File: src/smseq_pkg.sv
// shared constants and lookup tables of the stepper microstep sequencer
package smseq_pkg;

    localparam int PWM_PERIOD   = 1000;
    localparam int MICROSTEPS   = 16;
    localparam int SPEED_LEVELS = 251;
    localparam int CYCLE_STEPS  = 4 * MICROSTEPS;

    localparam int STEP_W   = $clog2(CYCLE_STEPS);
    localparam int POS_W    = $clog2(MICROSTEPS);
    localparam int TBL_W    = $clog2(MICROSTEPS + 1);
    localparam int LEVEL_W  = $clog2(SPEED_LEVELS);
    localparam int DUTY_W   = 10;
    localparam int PCT_W    = 7;
    localparam int INC_W    = 3;
    localparam int PRESC_W  = 11;
    localparam int SPEED_W  = 9;
    localparam int PROD_W   = DUTY_W + PCT_W;

    localparam int FAST_MARGIN    = 10;
    localparam int END_OFFSET     = 2;
    localparam int PERCENT_FULL   = 100;
    localparam int FAST_LEVEL     = 51;
    localparam int START_INC      = 1;
    localparam int FAST_INC       = 4;
    localparam int RESET_PRESCALE = 1250;
    localparam int RESET_PCT_COS  = 10;

    // divide by 100 as multiply by reciprocal, exact for products up to 100000
    localparam int DIV100_SHIFT = 24;
    localparam int DIV100_MUL_W = 18;
    localparam logic [DIV100_MUL_W-1:0] DIV100_MUL =
        DIV100_MUL_W'((64'd1 << DIV100_SHIFT) / PERCENT_FULL + 1);

    // configuration register indexes
    localparam logic CFG_DECAY_PCT_SINE   = 1'b0;
    localparam logic CFG_DECAY_PCT_COSINE = 1'b1;

    // quarter wave sine, duty counts for angle i*pi/(2*MICROSTEPS)
    localparam logic [DUTY_W-1:0] SINE_TABLE [MICROSTEPS+1] = '{
        10'd0,   10'd98,  10'd195, 10'd290, 10'd383, 10'd471, 10'd556, 10'd634,
        10'd707, 10'd773, 10'd831, 10'd882, 10'd924, 10'd957, 10'd981, 10'd995,
        10'd1000
    };

    // speed curve: ticks per microstep advance for each speed level
    localparam logic [PRESC_W-1:0] SPEED_PRESCALE [SPEED_LEVELS] = '{
        11'd1250, 11'd1250, 11'd625, 11'd416, 11'd312, 11'd250, 11'd208, 11'd178, 11'd156, 11'd138,
        11'd125, 11'd113, 11'd104, 11'd96, 11'd89, 11'd83, 11'd78, 11'd73, 11'd69, 11'd65,
        11'd62, 11'd59, 11'd56, 11'd54, 11'd52, 11'd50, 11'd48, 11'd46, 11'd44, 11'd43,
        11'd41, 11'd40, 11'd39, 11'd37, 11'd36, 11'd35, 11'd34, 11'd33, 11'd32, 11'd32,
        11'd31, 11'd30, 11'd29, 11'd29, 11'd28, 11'd27, 11'd27, 11'd26, 11'd26, 11'd25,
        11'd25,
        11'd98, 11'd96, 11'd94, 11'd92, 11'd90, 11'd89, 11'd87, 11'd86, 11'd84, 11'd83,
        11'd81, 11'd80, 11'd79, 11'd78, 11'd76, 11'd75, 11'd74, 11'd73, 11'd72, 11'd71,
        11'd70, 11'd69, 11'd68, 11'd67, 11'd66, 11'd65, 11'd64, 11'd64, 11'd63, 11'd62,
        11'd61, 11'd60, 11'd60, 11'd59, 11'd58, 11'd58, 11'd57, 11'd56, 11'd56, 11'd55,
        11'd54, 11'd54, 11'd53, 11'd53, 11'd52, 11'd52, 11'd51, 11'd51, 11'd50, 11'd50,
        11'd49, 11'd49, 11'd48, 11'd48, 11'd47, 11'd47, 11'd46, 11'd46, 11'd45, 11'd45,
        11'd45, 11'd44, 11'd44, 11'd43, 11'd43, 11'd43, 11'd42, 11'd42, 11'd42, 11'd41,
        11'd41, 11'd40, 11'd40, 11'd40, 11'd40, 11'd39, 11'd39, 11'd39, 11'd38, 11'd38,
        11'd38, 11'd37, 11'd37, 11'd37, 11'd37, 11'd36, 11'd36, 11'd36, 11'd35, 11'd35,
        11'd35, 11'd35, 11'd34, 11'd34, 11'd34, 11'd34, 11'd34, 11'd33, 11'd33, 11'd33,
        11'd33, 11'd32, 11'd32, 11'd32, 11'd32, 11'd32, 11'd31, 11'd31, 11'd31, 11'd31,
        11'd31, 11'd30, 11'd30, 11'd30, 11'd30, 11'd30, 11'd29, 11'd29, 11'd29, 11'd29,
        11'd29, 11'd29, 11'd28, 11'd28, 11'd28, 11'd28, 11'd28, 11'd28, 11'd27, 11'd27,
        11'd27, 11'd27, 11'd27, 11'd27, 11'd27, 11'd26, 11'd26, 11'd26, 11'd26, 11'd26,
        11'd26, 11'd26, 11'd25, 11'd25, 11'd25, 11'd25, 11'd25, 11'd25, 11'd25, 11'd25,
        11'd24, 11'd24, 11'd24, 11'd24, 11'd24, 11'd24, 11'd24, 11'd24, 11'd23, 11'd23,
        11'd23, 11'd23, 11'd23, 11'd23, 11'd23, 11'd23, 11'd23, 11'd22, 11'd22, 11'd22,
        11'd22, 11'd22, 11'd22, 11'd22, 11'd22, 11'd22, 11'd22, 11'd21, 11'd21, 11'd21,
        11'd21, 11'd21, 11'd21, 11'd21, 11'd21, 11'd21, 11'd21, 11'd21, 11'd20, 11'd20,
        11'd20, 11'd20, 11'd20, 11'd20, 11'd20, 11'd20, 11'd20, 11'd20, 11'd20, 11'd20
    };

endpackage

File: src/stepper_microstep_sequencer_core.sv
// stepper microstep sequencer: sine/cosine indexer with per-leg decay windows
//
// one request on s_ per pwm period tick, carrying a signed target speed
// (sign is direction, zero stops stepping). each accepted request yields
// exactly one result on m_: the quadrant and microstep index before this
// tick's step, the duty of both phases from the quarter wave table and the
// decay window each phase's bridge leg stored on its previous visit.
// decay percent registers are written through cfg_wr_en/cfg_index/cfg_wdata,
// which the user must do only while no request is in flight; the block has
// no check for it. values above 100 act as 100. the result is registered and
// appears in the cycle after acceptance. throughput: one request per cycle
// while m_ready is high, set by the single update pass from the state
// registers through the table reads and one multiply into the result and
// leg window registers. the result register frees as its result is taken, so
// s_ready stays high while m_ready is high; when the receiver stalls the
// result holds and s_ready drops until it is taken.
// reset (aresetn low, synchronous) returns the index, prescaler, speed curve
// latches, leg windows and registers to their power-up values at once.
module stepper_microstep_sequencer_core (
    input  logic                                    aclk,
    input  logic                                    aresetn,
    input  logic                                    cfg_wr_en,
    input  logic                                    cfg_index,
    input  logic [smseq_pkg::PCT_W-1:0]             cfg_wdata,
    input  logic                                    s_valid,
    output logic                                    s_ready,
    input  logic signed [smseq_pkg::SPEED_W-1:0]    s_target_speed,
    output logic                                    m_valid,
    input  logic                                    m_ready,
    output logic [1:0]                              m_quadrant,
    output logic [smseq_pkg::STEP_W-1:0]            m_microstep_position,
    output logic [smseq_pkg::DUTY_W-1:0]            m_duty_a,
    output logic [smseq_pkg::DUTY_W-1:0]            m_decay_start_a,
    output logic [smseq_pkg::DUTY_W-1:0]            m_decay_end_a,
    output logic                                    m_fast_decay_a,
    output logic [smseq_pkg::DUTY_W-1:0]            m_duty_b,
    output logic [smseq_pkg::DUTY_W-1:0]            m_decay_start_b,
    output logic [smseq_pkg::DUTY_W-1:0]            m_decay_end_b,
    output logic                                    m_fast_decay_b
);

    localparam int STEP_W  = smseq_pkg::STEP_W;
    localparam int POS_W   = smseq_pkg::POS_W;
    localparam int TBL_W   = smseq_pkg::TBL_W;
    localparam int LEVEL_W = smseq_pkg::LEVEL_W;
    localparam int DUTY_W  = smseq_pkg::DUTY_W;
    localparam int PCT_W   = smseq_pkg::PCT_W;
    localparam int INC_W   = smseq_pkg::INC_W;
    localparam int PRESC_W = smseq_pkg::PRESC_W;
    localparam int SPEED_W = smseq_pkg::SPEED_W;
    localparam int PROD_W  = smseq_pkg::PROD_W;
    localparam int SCALE_W = PROD_W + smseq_pkg::DIV100_MUL_W;

    // configuration
    logic [PCT_W-1:0]   pct_sine_reg, pct_cos_reg;
    logic [PCT_W-1:0]   cfg_pct;

    // sequencing state
    logic [STEP_W-1:0]  step_index_reg, step_index_next;
    logic [PRESC_W-1:0] tick_presc_reg, tick_presc_next;
    logic [INC_W-1:0]   active_inc_reg, active_inc_next;
    logic [PRESC_W-1:0] active_presc_reg, active_presc_next;
    logic [INC_W-1:0]   pending_inc_reg, pending_inc_next;
    logic [PRESC_W-1:0] pending_presc_reg, pending_presc_next;
    logic [LEVEL_W-1:0] speed_mag_reg, speed_mag_next;
    logic               forward_reg, forward_next;

    // leg windows: legs 0/1 serve phase a, legs 2/3 serve phase b
    logic [DUTY_W-1:0]  leg_start_a_reg [2];
    logic [PROD_W-1:0]  leg_prod_a_reg  [2];
    logic [DUTY_W-1:0]  leg_start_b_reg [2];
    logic [PROD_W-1:0]  leg_prod_b_reg  [2];
    logic [1:0]         leg_written_a_reg, leg_written_b_reg;

    // result register
    logic               m_valid_reg, m_valid_next;
    logic [1:0]         quadrant_reg;
    logic [STEP_W-1:0]  position_reg;
    logic [DUTY_W-1:0]  duty_a_reg, start_a_reg, end_a_reg;
    logic [DUTY_W-1:0]  duty_b_reg, start_b_reg, end_b_reg;
    logic               fast_a_reg, fast_b_reg;

    logic               s_accept;
    logic [1:0]         quad;
    logic [POS_W-1:0]   pos;
    logic [TBL_W-1:0]   ti_sum, ti;
    logic [DUTY_W-1:0]  sine_val, cos_val;
    logic               odd;
    logic               sel_a, sel_b;
    logic [DUTY_W-1:0]  duty_a, duty_b;
    logic [PCT_W-1:0]   pct_a, pct_b;
    logic [PROD_W-1:0]  prod_a, prod_b;
    logic               fast_a, fast_b;
    logic [DUTY_W-1:0]  rd_start_a, rd_start_b;
    logic [SCALE_W-1:0] scaled_a, scaled_b;
    logic [DUTY_W:0]    quot_a, quot_b;
    logic [DUTY_W:0]    end_sum_a, end_sum_b;
    logic [DUTY_W-1:0]  end_a, end_b;

    logic [PRESC_W-1:0] tick_inc;
    logic [STEP_W:0]    fwd_sum;
    logic [INC_W-1:0]   level_inc;
    logic               speed_neg;
    logic [SPEED_W-1:0] speed_abs;
    logic [LEVEL_W-1:0] speed_sat;

    assign s_accept = s_valid && s_ready;
    assign s_ready  = !m_valid_reg || m_ready;

    assign cfg_pct = (cfg_wdata > PCT_W'(smseq_pkg::PERCENT_FULL))
                   ? PCT_W'(smseq_pkg::PERCENT_FULL) : cfg_wdata;

    // table lookup one increment ahead, saturated at the quarter
    assign quad   = 2'(step_index_reg >> POS_W);
    assign pos    = step_index_reg[POS_W-1:0];
    assign ti_sum = TBL_W'(pos) + TBL_W'(active_inc_reg);
    assign ti     = (ti_sum > TBL_W'(smseq_pkg::MICROSTEPS))
                  ? TBL_W'(smseq_pkg::MICROSTEPS) : ti_sum;
    assign sine_val = smseq_pkg::SINE_TABLE[ti];
    assign cos_val  = smseq_pkg::SINE_TABLE[TBL_W'(smseq_pkg::MICROSTEPS) - ti];
    assign odd      = quad[0];

    assign sel_a  = ~quad[1];
    assign sel_b  = ~(quad[0] ^ quad[1]);
    assign duty_a = odd ? cos_val : sine_val;
    assign duty_b = odd ? sine_val : cos_val;
    assign pct_a  = odd ? pct_cos_reg : pct_sine_reg;
    assign pct_b  = odd ? pct_sine_reg : pct_cos_reg;

    assign prod_a = PROD_W'(DUTY_W'(smseq_pkg::PWM_PERIOD) - duty_a) * PROD_W'(pct_a);
    assign prod_b = PROD_W'(DUTY_W'(smseq_pkg::PWM_PERIOD) - duty_b) * PROD_W'(pct_b);

    assign fast_a = (DUTY_W+1)'(duty_a) + (DUTY_W+1)'(smseq_pkg::FAST_MARGIN)
                    < (DUTY_W+1)'(smseq_pkg::PWM_PERIOD);
    assign fast_b = (DUTY_W+1)'(duty_b) + (DUTY_W+1)'(smseq_pkg::FAST_MARGIN)
                    < (DUTY_W+1)'(smseq_pkg::PWM_PERIOD);

    // previous window of each leg, end rebuilt from the stored product
    assign rd_start_a = leg_written_a_reg[sel_a] ? leg_start_a_reg[sel_a] : '0;
    assign rd_start_b = leg_written_b_reg[sel_b] ? leg_start_b_reg[sel_b] : '0;
    assign scaled_a   = SCALE_W'(leg_prod_a_reg[sel_a]) * SCALE_W'(smseq_pkg::DIV100_MUL);
    assign scaled_b   = SCALE_W'(leg_prod_b_reg[sel_b]) * SCALE_W'(smseq_pkg::DIV100_MUL);
    assign quot_a     = (DUTY_W+1)'(scaled_a >> smseq_pkg::DIV100_SHIFT);
    assign quot_b     = (DUTY_W+1)'(scaled_b >> smseq_pkg::DIV100_SHIFT);
    assign end_sum_a  = (DUTY_W+1)'(rd_start_a) + quot_a
                      + (DUTY_W+1)'(smseq_pkg::END_OFFSET);
    assign end_sum_b  = (DUTY_W+1)'(rd_start_b) + quot_b
                      + (DUTY_W+1)'(smseq_pkg::END_OFFSET);
    assign end_a      = leg_written_a_reg[sel_a] ? end_sum_a[DUTY_W-1:0] : '0;
    assign end_b      = leg_written_b_reg[sel_b] ? end_sum_b[DUTY_W-1:0] : '0;

    // stepping and speed curve
    assign tick_inc  = tick_presc_reg + PRESC_W'(1);
    assign fwd_sum   = (STEP_W+1)'(step_index_reg) + (STEP_W+1)'(active_inc_reg);
    assign level_inc = (speed_mag_reg == '0) ? '0
                     : (speed_mag_reg < LEVEL_W'(smseq_pkg::FAST_LEVEL))
                       ? INC_W'(smseq_pkg::START_INC) : INC_W'(smseq_pkg::FAST_INC);
    assign speed_neg = s_target_speed[SPEED_W-1];
    assign speed_abs = speed_neg ? (SPEED_W'(0) - SPEED_W'(s_target_speed))
                                 : SPEED_W'(s_target_speed);
    assign speed_sat = (speed_abs > SPEED_W'(smseq_pkg::SPEED_LEVELS - 1))
                     ? LEVEL_W'(smseq_pkg::SPEED_LEVELS - 1) : LEVEL_W'(speed_abs);

    always_comb begin
        step_index_next    = step_index_reg;
        tick_presc_next    = tick_presc_reg;
        active_inc_next    = active_inc_reg;
        active_presc_next  = active_presc_reg;
        pending_inc_next   = pending_inc_reg;
        pending_presc_next = pending_presc_reg;
        speed_mag_next     = speed_mag_reg;
        forward_next       = forward_reg;
        if (s_accept) begin
            if (tick_inc >= active_presc_reg) begin
                tick_presc_next = '0;
                if (forward_reg) begin
                    if (fwd_sum >= (STEP_W+1)'(smseq_pkg::CYCLE_STEPS)) begin
                        step_index_next   = '0;
                        active_inc_next   = pending_inc_reg;
                        active_presc_next = pending_presc_reg;
                    end else begin
                        step_index_next = fwd_sum[STEP_W-1:0];
                    end
                end else if (step_index_reg < STEP_W'(active_inc_reg)) begin
                    active_inc_next   = pending_inc_reg;
                    active_presc_next = pending_presc_reg;
                    // zero pending increment lands on index 0
                    step_index_next   = STEP_W'((STEP_W+1)'(smseq_pkg::CYCLE_STEPS)
                                                - (STEP_W+1)'(pending_inc_reg));
                end else begin
                    step_index_next = step_index_reg - STEP_W'(active_inc_reg);
                end
            end else begin
                tick_presc_next = tick_inc;
            end
            pending_inc_next   = level_inc;
            pending_presc_next = smseq_pkg::SPEED_PRESCALE[speed_mag_reg];
            if (s_target_speed == '0) begin
                speed_mag_next  = '0;
                active_inc_next = '0;
            end else begin
                if (speed_mag_reg == '0) begin
                    active_inc_next = INC_W'(smseq_pkg::START_INC);
                end
                speed_mag_next = speed_sat;
                forward_next   = !speed_neg;
            end
        end
    end

    always_comb begin
        m_valid_next = m_valid_reg;
        if (s_accept) begin
            m_valid_next = 1'b1;
        end else if (m_ready) begin
            m_valid_next = 1'b0;
        end
    end

    always_ff @(posedge aclk) begin
        if (!aresetn) begin
            pct_sine_reg      <= '0;
            pct_cos_reg       <= PCT_W'(smseq_pkg::RESET_PCT_COS);
            step_index_reg    <= '0;
            tick_presc_reg    <= '0;
            active_inc_reg    <= INC_W'(smseq_pkg::START_INC);
            active_presc_reg  <= PRESC_W'(smseq_pkg::RESET_PRESCALE);
            pending_inc_reg   <= '0;
            pending_presc_reg <= PRESC_W'(smseq_pkg::RESET_PRESCALE);
            speed_mag_reg     <= '0;
            forward_reg       <= 1'b1;
            leg_written_a_reg <= '0;
            leg_written_b_reg <= '0;
            m_valid_reg       <= 1'b0;
        end else begin
            if (cfg_wr_en) begin
                unique case (cfg_index)
                    smseq_pkg::CFG_DECAY_PCT_SINE:   pct_sine_reg <= cfg_pct;
                    smseq_pkg::CFG_DECAY_PCT_COSINE: pct_cos_reg  <= cfg_pct;
                    default: ;
                endcase
            end
            step_index_reg    <= step_index_next;
            tick_presc_reg    <= tick_presc_next;
            active_inc_reg    <= active_inc_next;
            active_presc_reg  <= active_presc_next;
            pending_inc_reg   <= pending_inc_next;
            pending_presc_reg <= pending_presc_next;
            speed_mag_reg     <= speed_mag_next;
            forward_reg       <= forward_next;
            m_valid_reg       <= m_valid_next;
            if (s_accept) begin
                leg_written_a_reg[sel_a] <= 1'b1;
                leg_written_b_reg[sel_b] <= 1'b1;
            end
        end
        if (s_accept) begin
            leg_start_a_reg[sel_a] <= duty_a;
            leg_prod_a_reg[sel_a]  <= prod_a;
            leg_start_b_reg[sel_b] <= duty_b;
            leg_prod_b_reg[sel_b]  <= prod_b;
            quadrant_reg <= quad;
            position_reg <= step_index_reg;
            duty_a_reg   <= duty_a;
            start_a_reg  <= rd_start_a;
            end_a_reg    <= end_a;
            fast_a_reg   <= fast_a;
            duty_b_reg   <= duty_b;
            start_b_reg  <= rd_start_b;
            end_b_reg    <= end_b;
            fast_b_reg   <= fast_b;
        end
    end

    assign m_valid              = m_valid_reg;
    assign m_quadrant           = quadrant_reg;
    assign m_microstep_position = position_reg;
    assign m_duty_a             = duty_a_reg;
    assign m_decay_start_a      = start_a_reg;
    assign m_decay_end_a        = end_a_reg;
    assign m_fast_decay_a       = fast_a_reg;
    assign m_duty_b             = duty_b_reg;
    assign m_decay_start_b      = start_b_reg;
    assign m_decay_end_b        = end_b_reg;
    assign m_fast_decay_b       = fast_b_reg;

`ifndef SYNTHESIS
    a_prescaler_below_limit: assert property (@(posedge aclk) disable iff (!aresetn)
        tick_presc_reg < active_presc_reg)
        else $error("tick prescaler reached the active prescale");

    a_increment_legal: assert property (@(posedge aclk) disable iff (!aresetn)
        active_inc_reg == '0 || active_inc_reg == INC_W'(smseq_pkg::START_INC)
        || active_inc_reg == INC_W'(smseq_pkg::FAST_INC))
        else $error("active increment off the speed curve");

    a_zero_speed_stops: assert property (@(posedge aclk) disable iff (!aresetn)
        s_accept && s_target_speed == '0 |=> active_inc_reg == '0 && speed_mag_reg == '0)
        else $error("zero target speed did not stop stepping");

    a_request_gives_result: assert property (@(posedge aclk) disable iff (!aresetn)
        s_accept |=> m_valid_reg)
        else $error("accepted request produced no result");
`endif

endmodule
File: config.mk
export PLATFORM = sky130hd
export DESIGN_NAME = stepper_microstep_sequencer_core
export DESIGN_NICKNAME = d
export VERILOG_FILES = /design/src/smseq_pkg.sv /design/src/stepper_microstep_sequencer_core.sv
export SDC_FILE = /design/constraint.sdc
export NUM_CORES = 1
export LEC_CHECK = 0
export BUFFER_PORTS_ARGS = -buffer_cell sky130_fd_sc_hd__buf_4
export CORE_AREA = 2 2 226 228
export CTS_BUF_LIST = sky130_fd_sc_hd__clkbuf_8
export CTS_CLUSTER_SIZE = 25
export DETAILED_ROUTE_END_ITERATION = 8
export DIE_AREA = 0 0 228 230
export PLACE_DENSITY = 0.87
export SLEW_MARGIN = 40
export SYNTH_ARGS = -nofsm -noshare
export SYNTH_HDL_FRONTEND = slang
export SYNTH_SLANG_ARGS = --single-unit
File: constraint.sdc
create_clock -name aclk -period 18.1 [get_ports aclk]
set_input_delay 3.62 -clock aclk [delete_from_list [all_inputs] [get_ports aclk]]
set_output_delay 3.62 -clock aclk [all_outputs]
set_load 0.01 [all_outputs]
==> results of run 1 <==
==> worst min-delay path, cell delays in order (launching register included) <==
cell     delay (ns)
dfxtp_1        0.31
nand2_1        0.05
a21oi_1        0.05
==> cell usage in the layout, fill, tap and decap left out, drive strengths merged, types with 17 or more instances in the layout <==
cell type | synthesis | final
or2 | 20 | 20
nand3 | 44 | 44
or3 | 20 | 20
fa | 330 | 330
a31oi | 17 | 17
dfxtp | 71 | 71
o21a | 19 | 19
inv | 638 | 653
mux2i | 80 | 80
xor2 | 32 | 32
a21oi | 120 | 120
mux2 | 28 | 28
o211ai | 21 | 21
o21ai | 100 | 100
ha | 427 | 427
nor3 | 44 | 44
nor2 | 222 | 222
a21o | 18 | 18
and3 | 21 | 21
nor2b | 40 | 40
buf | 23 | 118
a211oi | 28 | 28
clkbuf | 72 | 45
xnor2 | 82 | 82
nand2 | 140 | 140
nand2b | 30 | 30
edfxtp | 176 | 176
==> cell families after synthesis <==
group	after synthesis	synth area share
adder cells (fa/ha/maj)	757	0.401
multiplexers	114	0.0425
XOR/XNOR	115	0.0350
AND/OR/NAND/NOR	645	0.105
buffers and inverters	736	0.0937
AO/OA/AOI/OAI	444	0.0988
flip-flops	247	0.225
==> cell type report <==
cell class | instances | area (sq um)
Timing Repair Buffer | 118 | 890
Fill cell | 3815 | 17900
Clock buffer | 45 | 619
Multi-Input combinational cell | 2075 | 20400
Tap cell | 672 | 841
Sequential cell | 247 | 6710
Clock inverter | 29 | 141
Inverter | 641 | 2410
==> metal layers <==
layer	wire length, um	vias to the layer above	global-route usage
li1	-	10265	-
met3	4950	154	0.0408
met2	34400	828	0.465
met4	2330	0	0.0927
met5	0	-	0
met1	28300	10656	0.352
==> how the worst max path moves through the flow <==
stage | depth (start not counted) | to | start
floorplan | 39 | m_decay_end_b[9] | step_index_reg[4]
global route | 34 | leg_prod_a_reg[0][16] | active_inc_reg[2]
detailed placement | 34 | leg_prod_a_reg[0][16] | active_inc_reg[2]
CTS | 34 | leg_prod_a_reg[0][16] | active_inc_reg[2]
finish | 34 | leg_prod_a_reg[0][16] | active_inc_reg[2]
global placement | 34 | leg_prod_a_reg[0][16] | active_inc_reg[2]
==> metrics by stage <==
step,setup WS (ns),cell area (sq um),cells,hold slack [ns]
2_1_floorplan,8.54,29800,3058,0.431
3_3_place_gp,8.47,31200,3753,0.441
3_5_place_dp,8.27,31200,3753,0.445
4_1_cts,8.26,32000,3827,0.452
5_1_grt,7.74,32000,3827,0.483
6_report,8.46,32000,3827,0.451
==> results.py, run 1 <==
metrics = {
    "run_status": {
        "outcome": "finished, final reports clean",
    },
    "placement": {
        "port-buffer-count": 93,
        "hpwlAfterDp_um": 55600,
        "place.gp.congestion": 0.986,
    },
    "setup_path": {
        "cp_slowest_stage_delay_ns": 0.63,
        "reg2reg_from": "active_inc_reg[2]",
        "cpLargestDelayFamily": "adder cells",
        "crit_path_start_kind": "flop",
        "regToRegSetupSlack_ns": 8.46,
        "reg2reg_to": "leg_prod_a_reg[0][16]",
        "path_common_cell": "inv_1",
        "required_ns": 18.46,
        "crit_buf_inv": 6,
        "endpoint_kind": "flop",
        "cp.arrival_ns": 10.00,
        "slowest_stage": "mux4_2",
        "worst-setup-path-type": "reg -> reg",
        "cp_max_fo": 22,
        "reg2reg_depth": 34,
    },
    "global_route": {
        "grt_pass1_wl_um": 115000,
        "grt_max_degree": 72,
        "grt-ovfl-total": 0,
        "grtUsageTotal": 0.271,
        "grt_pass1_vias": 22490,
        "antenna_found_initial": 0,
    },
    "die": {
        "die_y_um": 230,
        "die-width_um": 228,
        "io_pins": 94,
        "dieArea_sq_um": 52400,
        "start_util": 0.598,
        "coreArea_sq_um": 49900,
        "rows": 82,
    },
    "clock_network": {
        "cts-root-buf": "clkbuf_8",
        "clkLatencyLatePin_ns": 0.62,
        "clockBufferDepth": 3,
        "cts_tree": "done",
        "cts_sinks": 247,
        "clk_pin_slew_ns": 0.06,
        "cts_resized": 0,
        "cts_setup_buffers": 0,
        "htreeDepth": 2,
        "cts_made_buffers": 42,
        "postCtsHoldBufs": 0,
    },
    "route": {
        "avgRoutedWirePerCell_um": 18.3,
        "wl_um": 70000,
        "drc_errors": 0,
        "antenna_left": 0,
        "first_pass_iters": 5,
        "num_vias": 21903,
        "dr.first_iter.drc_count": 1772,
        "vias_per_cell": 5.72,
    },
    "timing": {
        "fin_skew_ns": 0.0327,
        "period_share": 0.533,
        "timing.slew.headroom": 0.417,
        "period_minus_slack_ns": 9.64,
        "drv_slew": 0,
        "hold_violations": 0,
        "fmax_mhz": 104,
        "fin_setup_tns_ns": 0,
        "worst_slew_pin_slew_ns": 0.857,
        "rsz0062_at_grt": "no",
        "setup_viol": 0,
    },
    "yosys": {
        "yosysMostFrequentCell": "inv_1",
        "syn-instance-count": 3058,
        "yosys-top-cells-area": "fa_1 22%, ha_1 18%, edfxtp_1 18%",
        "ys_types": 92,
        "synthTopCellsByCount": "638 x inv_1, 427 x ha_1, 330 x fa_1",
        "synth_top_area_cell": "fa_1",
        "ys_warn_count": 0,
        "synth_nets": 3837,
        "ys_seq_area_frac": 0.225,
        "yosysTopAreaCellShare": 0.221,
        "synth.ff_latch_count": 247,
        "synth_ff_type": "edfxtp_1",
        "syn_avg_cell_area_sq_um": 9.76,
        "synth_edf_count": 176,
        "synth_area_sq_um": 29800,
        "async_reset_ff_frac": 0,
    },
    "cells_and_area": {
        "nets": 3904,
        "drive_gt1_frac": 0.0830,
        "n_antenna_cell": 0,
        "final_util": 0.641,
        "area_growth_pct": 7.21,
    },
    "min_path": {
        "min_to": "pending_presc_reg[2]",
        "worstHoldPathCells": 2,
        "hold_class": "reg -> reg",
        "hold_path.startpoint": "pending_presc_reg[2]",
    },
    "run": {
        "cap_violations": 0,
    },
}
Power of run 1 is left out: the tool's default activity adds up to more than one toggle a clock period on the data nets, which glitch-free logic cannot reach.
==> run 2: changes to the inputs <==
==> constraint.sdc (replaced) <==
create_clock -name aclk -period 9.7 [get_ports aclk]
set_input_delay 1.94 -clock aclk [delete_from_list [all_inputs] [get_ports aclk]]
set_output_delay 1.94 -clock aclk [all_outputs]
set_load 0.01 [all_outputs]
==> run 2 against run 1 <==
Net effect:
- global-route usage increased by 0.63 points
- highest routed layer is now met5
- final cell count rose by 0.37%
- maximum frequency is 4.4% higher
- final area up 0.61%
- clock skew up 0.015 ns
- flip-flop and latch count stayed put
==> results.py, run 2 (same netlist as run 1, synthesis figures left out) <==
metrics = {
    "run_status": {
        "outcome": "finished, final reports clean",
    },
    "route": {
        "antenna_left": 0,
        "drc_errors": 0,
        "vias_per_cell": 5.80,
        "wl_um": 71600,
        "first_pass_iters": 5,
        "dr.first_iter.drc_count": 1734,
        "num_vias": 22271,
        "avgRoutedWirePerCell_um": 18.6,
    },
    "timing": {
        "period_share": 0.952,
        "setup_viol": 0,
        "period_minus_slack_ns": 9.23,
        "fin_skew_ns": 0.0473,
        "worst_slew_pin_slew_ns": 0.853,
        "hold_violations": 0,
        "drv_slew": 0,
        "rsz0062_at_grt": "no",
        "fmax_mhz": 108,
        "fin_setup_tns_ns": 0,
        "timing.slew.headroom": 0.415,
    },
    "run": {
        "cap_violations": 0,
    },
    "die": {
        "die_y_um": 230,
        "io_pins": 94,
        "die-width_um": 228,
        "rows": 82,
        "dieArea_sq_um": 52400,
        "coreArea_sq_um": 49900,
        "start_util": 0.598,
    },
    "min_path": {
        "hold_class": "reg -> reg",
    },
    "setup_path": {
        "endpoint_kind": "flop",
        "crit_path_start_kind": "flop",
        "cp_max_fo": 15,
        "cp_slowest_stage_delay_ns": 0.54,
        "required_ns": 10.07,
        "cp.arrival_ns": 9.60,
        "worst-setup-path-type": "reg -> reg",
        "slowest_stage": "ha_2",
    },
    "clock_network": {
        "clockBufferDepth": 3,
        "cts_made_buffers": 42,
        "cts-root-buf": "clkbuf_8",
        "cts_setup_buffers": 0,
        "cts_tree": "done",
        "cts_sinks": 247,
        "clkLatencyLatePin_ns": 0.64,
        "htreeDepth": 2,
        "clk_pin_slew_ns": 0.07,
    },
    "global_route": {
        "grt_max_degree": 57,
        "use_met1": 0.349,
        "antenna_found_initial": 1,
        "grtUsageMet2": 0.476,
        "grtUsageTotal": 0.277,
        "busiest_layer": "met2",
        "grtUsageMet3": 0.0414,
        "grt_pass1_vias": 23256,
        "grt_pass1_wl_um": 117000,
        "grt-ovfl-total": 0,
    },
    "cells_and_area": {
        "final_util": 0.645,
        "n_fill_cell": 3773,
        "area_growth_pct": 7.86,
        "drive_gt1_frac": 0.0887,
        "n_antenna_cell": 0,
        "final_common_cell": "inv_1",
        "final_cell_mix": "647 x inv_1, 424 x ha_1, 330 x fa_1, 219 x nor2_1, 176 x edfxtp_1",
        "nets": 3916,
    },
    "placement": {
        "place.gp.congestion": 0.970,
        "port-buffer-count": 93,
        "hpwlAfterDp_um": 56400,
    },
}
[run 2: metal layers]
metal,part of all wire,vias to the layer above
li1,-,10280
met1,0.40,10841
met2,0.49,921
met3,0.070,227
met4,0.045,2
met5,0.000098,-
[run 2: worst max-delay path: cells and delay by family (launching register included)]
kind | cells | cell delay (ns)
compound gates | 11 | 2.53
xor+xnor | 1 | 0.44
fa+ha+maj | 9 | 3.64
buf+inv | 4 | 0.34
flops | 1 | 0.37
simple gates | 8 | 1.63
[run 2: path summary, 6_finish.rpt]
| check | start | end | slack, ns | cells after the start |
|---|---|---|---|---|
| setup / recovery | step_index_reg[0] | leg_prod_a_reg[1][16] | 0.47 | 33 |
| hold / removal | pending_presc_reg[2] | pending_presc_reg[2] | 0.46 | 2 |
| setup reg to reg | step_index_reg[0] | leg_prod_a_reg[1][16] | 0.47 | 33 |
| hold reg to reg | pending_presc_reg[2] | pending_presc_reg[2] | 0.46 | 2 |
[run 2: cell type report]
class / count / area [sq um] / area share
clock buffers: 47 / 647 / 0.0201
clock inverters: 29 / 225 / 0.00700
inverters: 641 / 2410 / 0.0748
multi-input cells: 2075 / 20400 / 0.633
flip-flops and latches: 247 / 6710 / 0.209
well taps: 672 / 841 / 0.0261
repair buffers: 130 / 980 / 0.0304
[run 2: timing repair]
action,CTS,global route
endpoints found under the hold margin,0,0
hold buffers,0,0
endpoints found under the setup margin,0,15
gates resized for setup,0,4
[run 2: stage by stage]
stage          setup WS, ns  instance area [sq um]  instances  hold slack [ns]
6_report              0.465                  32200       3841            0.457
5_1_grt              0.0148                  32200       3841            0.487
4_1_cts               0.103                  32200       3841            0.460
3_3_place_gp          0.513                  31300       3765            0.446
2_1_floorplan         0.141                  29800       3058            0.431
3_5_place_dp          0.190                  31300       3765            0.453
Power of run 2 is left out for the same reason.
